### config.mk
export PLATFORM = sky130hd
export DESIGN_NAME = ips_alu
export DESIGN_NICKNAME = d
export VERILOG_FILES = /design/src/rtl/core/ips_alu.sv
export SDC_FILE = /design/constraint.sdc
export NUM_CORES = 2
export LEC_CHECK = 0
export BUFFER_PORTS_ARGS = -buffer_cell sky130_fd_sc_hd__buf_4
export CORE_UTILIZATION = 40
export DETAILED_ROUTE_END_ITERATION = 10
export SETUP_SLACK_MARGIN = 0.05
export SLEW_MARGIN = 20
export SYNTH_ARGS = -nofsm -noshare
export SYNTH_HDL_FRONTEND = slang
export SYNTH_SLANG_ARGS = --single-unit
### constraint.sdc
create_clock -name vclk -period 7.6
set_input_delay 0.38 -clock vclk [all_inputs]
set_output_delay 0.38 -clock vclk [all_outputs]
set_load 0.03 [all_outputs]
### src/rtl/core/ips_alu.sv
module ips_alu (
   input  logic [63:0] add_x,
   input  logic [63:0] add_y,
   input  logic [31:0] mul_x,
   input  logic [31:0] mul_y,
   output logic [63:0] sum,
   output logic [63:0] prod,
   output logic        lt,
   output logic        eq
);

   assign sum  = add_x + add_y;
   assign prod = 64'(mul_x) * 64'(mul_y);
   assign lt   = $signed(add_x) < $signed(add_y);
   assign eq   = add_x == add_y;

endmodule

==> flow_summary_export.csv <==
group,metric,value,unit
cells_and_area,drive_gt1_share,21.1,%
worst_setup_path,cp.depth,28,
logic_synthesis,ys_warn_count,0,
sta,slew_violations,0,
clock_tree,cts_hold_buffers,0,
drt,dr.pass1.iters,7,
placed_design,io_buffers,322,
worst_setup_path,cp.buffers_inverters,8,
placed_design,pre_cts_slack,-837,ps
global_routing,grt_pass1_wl,190000,um
global_routing,track_usage,24.5,%
status,violations,"negative setup slack",
sta,fin_crit,7920,ps
min_path,min_from,"add_y[0]",
sta,holdWs,1200,ps
logic_synthesis,synthTopCellsByCount,"inv_1, fa_1, and2_1",
global_routing,grt_max_degree,27,
drt,num_vias,31900,
min_path,hold_path_class,"in2out",
global_routing,grt.busiest_layer,"met2",
die,start_util,40.6,%
global_routing,use_met1,32.7,%
cells_and_area,seq_cell_count,0,
drt,drtIter0Drc,1779,
logic_synthesis,synth_most_common_cell,"inv_1",
placed_design,post-dp-hpwl,100000,um
min_path,holdPathStages,4,
worst_setup_path,crit_top_cell,"fa_1",
sta,setup_viol_count_final,19,
worst_setup_path,cp_slowest_stage_delay,570,ps
sta,rsz0062_at_grt,"true",
cells_and_area,seqCellArea,0,um^2
worst_setup_path,end_kind,"output port",
worst_setup_path,critPathSlowestCell,"fa_2",
worst_setup_path,arrival,7540,ps
logic_synthesis,synth.area.top_cells,"fa_1, ha_1, and2_1",
logic_synthesis,synth.distinct_cells,77,
cells_and_area,fin_nets,6474,
status,status,"finished, violations left",
logic_synthesis,synth_top_area_share,46.2,%
worst_setup_path,required,7220,ps
die,dieArea,98400,um^2
drt,drt_wl_total,121000,um
die,io_pins,322,
logic_synthesis,yosysTopAreaCell,"fa_1",
sta,post-route-period-util,104,%
sta,fin_ws,-317,ps
die,core_area,95600,um^2
cells_and_area,area_delta_synth_final,23.9,%
drt,route.detailed.drc,0,
placed_design,gp_congestion,0.934,
worst_setup_path,crit_path_start_kind,"primary input",
worst_setup_path,cp_top_family,"adder cells",
logic_synthesis,synth_area,38800,um^2
die,die_y,314,um
global_routing,met2_usage,42.6,%
min_path,hold_end,"sum[0]",
run,maxCapViolations,0,
logic_synthesis,netlist_instances,4494,
logic_synthesis,synth_nets,5973,
sta,hold_viol,0,
drt,ant_nets,0,
die,die_w,314,um
worst_setup_path,critical_path.max_fanout,6,
sta,fmax,126,MHz
logic_synthesis,yosysSeqAreaShare,0,%
global_routing,antenna_found_initial,4,
global_routing,met3_usage,2.57,%
sta,slew_headroom,48.7,%
global_routing,grt-ovfl-total,0,
sta,worst_pin_slew,750,ps
cells_and_area,clock_buffers,0,
logic_synthesis,synth_area_per_cell,8.64,um^2
global_routing,grt_pass1_vias,34000,
drt,drt-vias-per-instance,5.10,
drt,post_drt_wl_per_cell,19.3,um
worst_setup_path,path_class,"in2out",
die,rows,113,
worst_setup_path,cp-startpoint,"mul_x[13]",
[cell usage in the layout, fill, tap and decap left out, types with 35 or more instances in the layout]
master      n
a21o_1     45
a21oi_1   141
and2_1    574
and2_4     38
buf_12     43
buf_4     561
buf_6      92
fa_1      839
fa_2       58
ha_1      354
ha_4       35
inv_1     961
nand2_1   473
nor2_1     84
o21ai_0    52
o21bai_1   41
xnor2_1    82
[metal layers]
layer  wire length (um)  vias up
li1                   -    14500
met1              51000    16400
met2              59800      855
met3               6550      134
met4               3240        4
met5                 17        -
[through the flow]
stage	instance area (um^2)	utilization [%]	setup TNS (ps)	cells
floorplan	38900	-	0	4494
global route	48100	50.3	-7220	6260
detailed placement	44600	46.7	-13490	6172
CTS	46700	48.9	-3460	6225
finish	48100	50.3	-3110	6260
global placement	44600	46.7	-13430	6172
[worst max path at each step]
stage	end	slack (ps)
2_1_floorplan	prod[56]	20
3_3_place_gp	prod[63]	-870
3_5_place_dp	prod[56]	-840
4_1_cts	prod[63]	-370
5_1_grt	prod[63]	-490
6_report	prod[63]	-320
[what timing repair did]
item,4_1_cts,5_1_grt
gates resized for setup,367,235
gates cloned,4,8
buffers inserted,53,34
pin swaps,174,186
endpoints found under the setup margin,35,38
hold endpoints to repair,0,0
[cells by family after synthesis]
kind of cell    synth area share [%]
fa+ha+maj                       58.8
mux                           0.0515
simple gates                    18.5
buf+inv                         12.0
compound gates                  7.96
xor+xnor                        2.68
[final cells by class]
| type | count | area (um^2) |
|---|---|---|
| diodes | 2 | 5.00 |
| well taps | 1265 | 1580 |
| multi-input cells | 3257 | 35700 |
| fillers | 9041 | 47500 |
| repair buffers | 744 | 7080 |
| inverters | 992 | 3720 |
Power is not shown: default switching activity piles up to over one toggle a cycle in this logic, so the estimate is an artifact.
