## config.mk

```make
export PLATFORM = sky130hd
export DESIGN_NAME = ips_bcd
export DESIGN_NICKNAME = d
export VERILOG_FILES = /design/src/rtl/core/ips_pkg.sv /design/src/rtl/core/ips_bcd.sv
export SDC_FILE = /design/constraint.sdc
export NUM_CORES = 1
export LEC_CHECK = 0
export ABC_AREA = 1
export ABC_CLOCK_PERIOD_IN_PS = 7750
export BUFFER_PORTS_ARGS = -buffer_cell sky130_fd_sc_hd__buf_2
export CAP_MARGIN = 20
export CORE_ASPECT_RATIO = 0.7
export CORE_MARGIN = 4
export CORE_UTILIZATION = 30
export DETAILED_ROUTE_END_ITERATION = 8
export PLACE_DENSITY = 0.5
export SYNTH_ARGS = -nofsm -noshare
export SYNTH_HDL_FRONTEND = slang
export SYNTH_SLANG_ARGS = --single-unit
```

## constraint.sdc

```tcl
create_clock -name clock -period 7.75 [get_ports clock]
set_clock_uncertainty 0.05 [all_clocks]
set_input_delay 1.1625 -clock clock [delete_from_list [all_inputs] [get_ports clock]]
set_output_delay 1.1625 -clock clock [all_outputs]
set_load 0.005 [all_outputs]
```

## src/rtl/core/ips_pkg.sv

```systemverilog
package ips_pkg;

   // request function codes
   localparam logic [1:0] FN_LOAD    = 2'd0;
   localparam logic [1:0] FN_RESTART = 2'd1;
   localparam logic [1:0] FN_STEP    = 2'd2;
   localparam logic [1:0] FN_STEP_IN = 2'd3;

   // response status codes
   localparam logic [2:0] ST_DONE     = 3'd0;
   localparam logic [2:0] ST_OUTPUT   = 3'd1;
   localparam logic [2:0] ST_NEED_IN  = 3'd2;
   localparam logic [2:0] ST_HALTED   = 3'd3;
   localparam logic [2:0] ST_BAD_OP   = 3'd4;
   localparam logic [2:0] ST_BAD_MODE = 3'd5;
   localparam logic [2:0] ST_RANGE    = 3'd6;

   // opcodes
   localparam logic [6:0] OP_ADD  = 7'd1;
   localparam logic [6:0] OP_MUL  = 7'd2;
   localparam logic [6:0] OP_IN   = 7'd3;
   localparam logic [6:0] OP_OUT  = 7'd4;
   localparam logic [6:0] OP_JT   = 7'd5;
   localparam logic [6:0] OP_JF   = 7'd6;
   localparam logic [6:0] OP_LT   = 7'd7;
   localparam logic [6:0] OP_EQ   = 7'd8;
   localparam logic [6:0] OP_ARB  = 7'd9;
   localparam logic [6:0] OP_HALT = 7'd99;

   // operand modes
   localparam logic [3:0] MODE_POS = 4'd0;
   localparam logic [3:0] MODE_IMM = 4'd1;
   localparam logic [3:0] MODE_REL = 4'd2;

   localparam logic [2:0] OPN_BAD = 3'd7;

   typedef struct packed {
      logic [6:0]       opcode;
      logic [2:0][3:0]  modes;
   } dec_type;

   function automatic logic [2:0] op_count(input logic [6:0] op);
      logic [2:0] n;
      case (op)
         OP_ADD, OP_MUL, OP_LT, OP_EQ: n = 3'd3;
         OP_IN, OP_OUT, OP_ARB:        n = 3'd1;
         OP_JT, OP_JF:                 n = 3'd2;
         OP_HALT:                      n = 3'd0;
         default:                      n = OPN_BAD;
      endcase
      return n;
   endfunction

   // one shift-and-add-3 step on the five low decimal digits
   function automatic logic [19:0] dabble(input logic [19:0] bcd, input logic b);
      logic [19:0] t;
      t = bcd;
      for (int k = 0; k < 5; k++) begin
         if (t[4*k +: 4] >= 4'd5) begin
            t[4*k +: 4] = t[4*k +: 4] + 4'd3;
         end
      end
      return {t[18:0], b};
   endfunction

endpackage

```

## src/rtl/core/ips_bcd.sv

```systemverilog
module ips_bcd import ips_pkg::*; (
   input  logic        clock,
   input  logic        reset,
   input  logic        start,
   input  logic [63:0] word,
   output logic        busy,
   output dec_type     dec
);

   logic [63:0] sh_ff, sh_in;
   logic [19:0] bcd_ff, bcd_in;
   logic [3:0]  cnt_ff, cnt_in;
   logic        busy_ff, busy_in;
   logic [19:0] step;

   // four binary digits per cycle, only the low five decimal digits are kept
   always_comb begin
      step = bcd_ff;
      for (int j = 0; j < 4; j++) begin
         step = dabble(step, sh_ff[63-j]);
      end
   end

   always_comb begin
      sh_in   = sh_ff;
      bcd_in  = bcd_ff;
      cnt_in  = cnt_ff;
      busy_in = busy_ff;
      if (start) begin
         sh_in   = word;
         bcd_in  = '0;
         cnt_in  = '0;
         busy_in = 1'b1;
      end else if (busy_ff) begin
         sh_in  = {sh_ff[59:0], 4'b0};
         bcd_in = step;
         cnt_in = cnt_ff + 4'd1;
         if (cnt_ff == 4'd15) begin
            busy_in = 1'b0;
         end
      end
   end

   always_ff @(posedge clock) begin
      if (reset) begin
         busy_ff <= 1'b0;
      end else begin
         busy_ff <= busy_in;
      end
      sh_ff  <= sh_in;
      bcd_ff <= bcd_in;
      cnt_ff <= cnt_in;
   end

   assign busy       = busy_ff;
   assign dec.opcode = 7'(bcd_ff[7:4]) * 7'd10 + 7'(bcd_ff[3:0]);
   assign dec.modes  = bcd_ff[19:8];

endmodule

```

==> summary.md <==
| Metric | Value |
|---|---|
| Worst Slack Setup Final | 4.25 ns |
| CP arrival | 2.29 ns |
| CP Launch Type | flip-flop |
| Hold Path Class | flip-flop to flip-flop |
| Final period util | 45.2% |
| Core area | 0.0183 mm² |
| Post-synthesis cell type count | 35 |
| Flop2flop setup slack | 4.42 ns |
| Outcome | finished clean |
| Final setup fails | 0 |
| Sw power | 0.00168 W |
| Worst Path Class, Setup | flip-flop to primary output |
| GRT Total Usage | 12.2% |
| DRT Pass-1 Iters | 5 |
| Fin cells | 1,072 |
| Share of cells above drive strength 1 | 19.6% |
| Cts hold-fix bufs | 0 |
| Clk_lat worst skew | 0.33 ns |
| Vias in the first global route | 4,346 |
| Crit path max fanout | 6 |
| Via Count | 4,770 |
| # H-tree levels | 3 |
| RSZ-0062 raised after global routing | false |
| Width of the die | 173 µm |
| Finished Cell Area | 0.00660 mm² |
| Post-layout min period | 3.50 ns |
| Post-synthesis sequential area ratio | 42.5% |
| Post-Route WL | 13.1 mm |
| Util after Layout | 36.1% |
| Placed insts | 1,056 |
| Clock power frac | 14.0% |
| Seq pwr share | 20.1% |
| Critical Path RT | 6.54 ns |
| Total number of yosys warnings | 0 |
| Clock buffer count from CTS | 9 |
| Internal | 0.00165 W |
| Root buffer selected by CTS | clkbuf_16 |
| Post-placement setup slack | 4.41 ns |
| Max Clk Rate | 286 MHz |
| Leak | 3.46 nW |
| GP Congestion | 0.754 |
| Vias per cell | 4.45 |
| Largest net degree at the start of global routing | 73 |
| Full die area | 0.0213 mm² |
| Clock sinks | 89 |
| Syn nets | 854 |
| Area post-placement | 0.00628 mm² |
| Post-synth EDFFs | 64 |
| Final Hold Vio Count | 0 |
| Die outline height | 123 µm |
| Area leader, netlist | edfxtp_1 |
| Worst setup EP type | primary output |
| Nets | 925 |
| Slew headroom | 32.3% |
| Switching part of the total | 50.5% |
| I/O pins | 87 |
| Clock Pin Slew Worst Setup and Hold Paths | 0.06 ns |
| Initial antenna violation count | 5 |
| Gate power share | 65.8% |
| Max Cap Viol | 0 |
| Post-route setup TNS | 0 ns |
| Top post-synthesis cells by area | edfxtp_1, nand2_1, dfxtp_1, inv_1, ha_1 |
| Cell count after synthesis | 761 |
| Post-synth design cell area | 0.00570 mm² |
| First-pass GRT wire length | 21.3 mm |
| I/O Buffers | 86 |
| Syn avg cell area | 7.49 µm² |
| Most frequent cells after synthesis | nand2_1, inv_1, edfxtp_1 |
| Synthesis-stage register bit count | 89 |
| P per Cell Area | 505 mW/mm² |
| Antenna viol nets, final | 0 |
| Fin. max-slew vios | 0 |
| Top-count cell post-synth | nand2_1 |
| DRC errors left | 0 |
| Top-area cell type share of the netlist area | 33.7% |
| PostCTS Resize Cnt | 0 |
| VDD IR-drop max | 0.000209 V |
| Site Rows | 41 |
| Asr flop ratio synth | 0% |
| Dpl hpwl | 9.57 mm |
| Initial Utilization | 31.1% |
| Worst slew pin tran | 1.01 ns |
| DR WL/cell | 12.2 µm |
| Grt total ovfl | 0 |
| Detailed Route Iter0 Violations | 266 |
| CTS Buffer Depth | 2 |
| CTS tree | built |
| Post-CTS Setup Inserts | 0 |
| Antenna cell count | 0 |
| Main synth FF type | edfxtp_1 |
| Area growth syn-to-layout | 15.8% |
area by class of cell:
type                    instances  area (µm²)
multi-input cells             552        2780
clock inverters                 6        90.1
clock buffers                   9         225
inverters                      91         342
repair buffers                 89         453
fillers                      1966       11700
well taps                     236         295
flip-flops and latches         89        2420
power by group through the flow:
stage	sequential [W]	clock, W	combinational [W]
after global placement	0.000683	0	0.00221
after floorplan	0.000656	0	0.00180
after detailed placement	0.000682	0	0.00219
after global routing	0.000682	0.000501	0.00256
final	0.000670	0.000468	0.00219
after CTS	0.000672	0.000483	0.00220
registers in the layout, summed over array words and instances, names as in the netlist:
signal and count:
bcd_ff 20, busy 1, cnt_ff 4, sh_ff 64
placed cells by master, fill, tap and decap left out, drive strengths merged, types with 2 or more instances in the layout:
master    n
o21ai    26
nand2   359
inv      93
nand3    68
nor2     23
bufinv    2
buf      89
nand4     8
a21oi    11
dfxtp    25
clkbuf    9
edfxtp   64
ha       24
xor2      5
xnor2     3
fa        2
clkinv    2
o21bai    6
o211ai    4
o22ai     6
per-stage QoR:
stage / power [W] / hold WS [ns]
after floorplan: 0.00246 / 0.372
after global placement: 0.00289 / 0.420
after detailed placement: 0.00287 / 0.425
after CTS: 0.00336 / 0.433
after global routing: 0.00374 / 0.454
final: 0.00333 / 0.427
critical path, cell delays in order, from the launching register on:
cell	delay (ns)
dfxtp_1	0.43
ha_1	0.27
ha_1	0.21
fa_1	0.51
nor3b_1	0.25
xor2_1	0.16
buf_2	0.12
kinds of logic (layout without fill, tap and decap cells):
group	after synthesis	count (layout)	share of synthesized area, %
flops	89	89	42.5
xor+xnor	8	8	1.23
compound gates	57	57	6.19
fa+ha+maj	26	26	5.97
simple gates	461	461	35.3
buf+inv	120	195	8.82
final timing paths:
path,start,to,depth (start not counted)
max reg2reg,bcd_ff[12],bcd_ff[18],28
min,cnt_ff[3],cnt_ff[3],2
min reg2reg,cnt_ff[3],cnt_ff[3],2
max,bcd_ff[5],dec[18],6
metal layers:
layer	wire [µm]	vias up	global-route usage [%]	share of wire, %
met5	67	-	0	0.51
met4	85	10	1.94	0.65
met3	841	19	3.76	6.4
met2	5200	102	17.9	40
met1	6880	2068	18.0	53
li1	-	2571	-	-
Power figures use the tool's default switching activity.
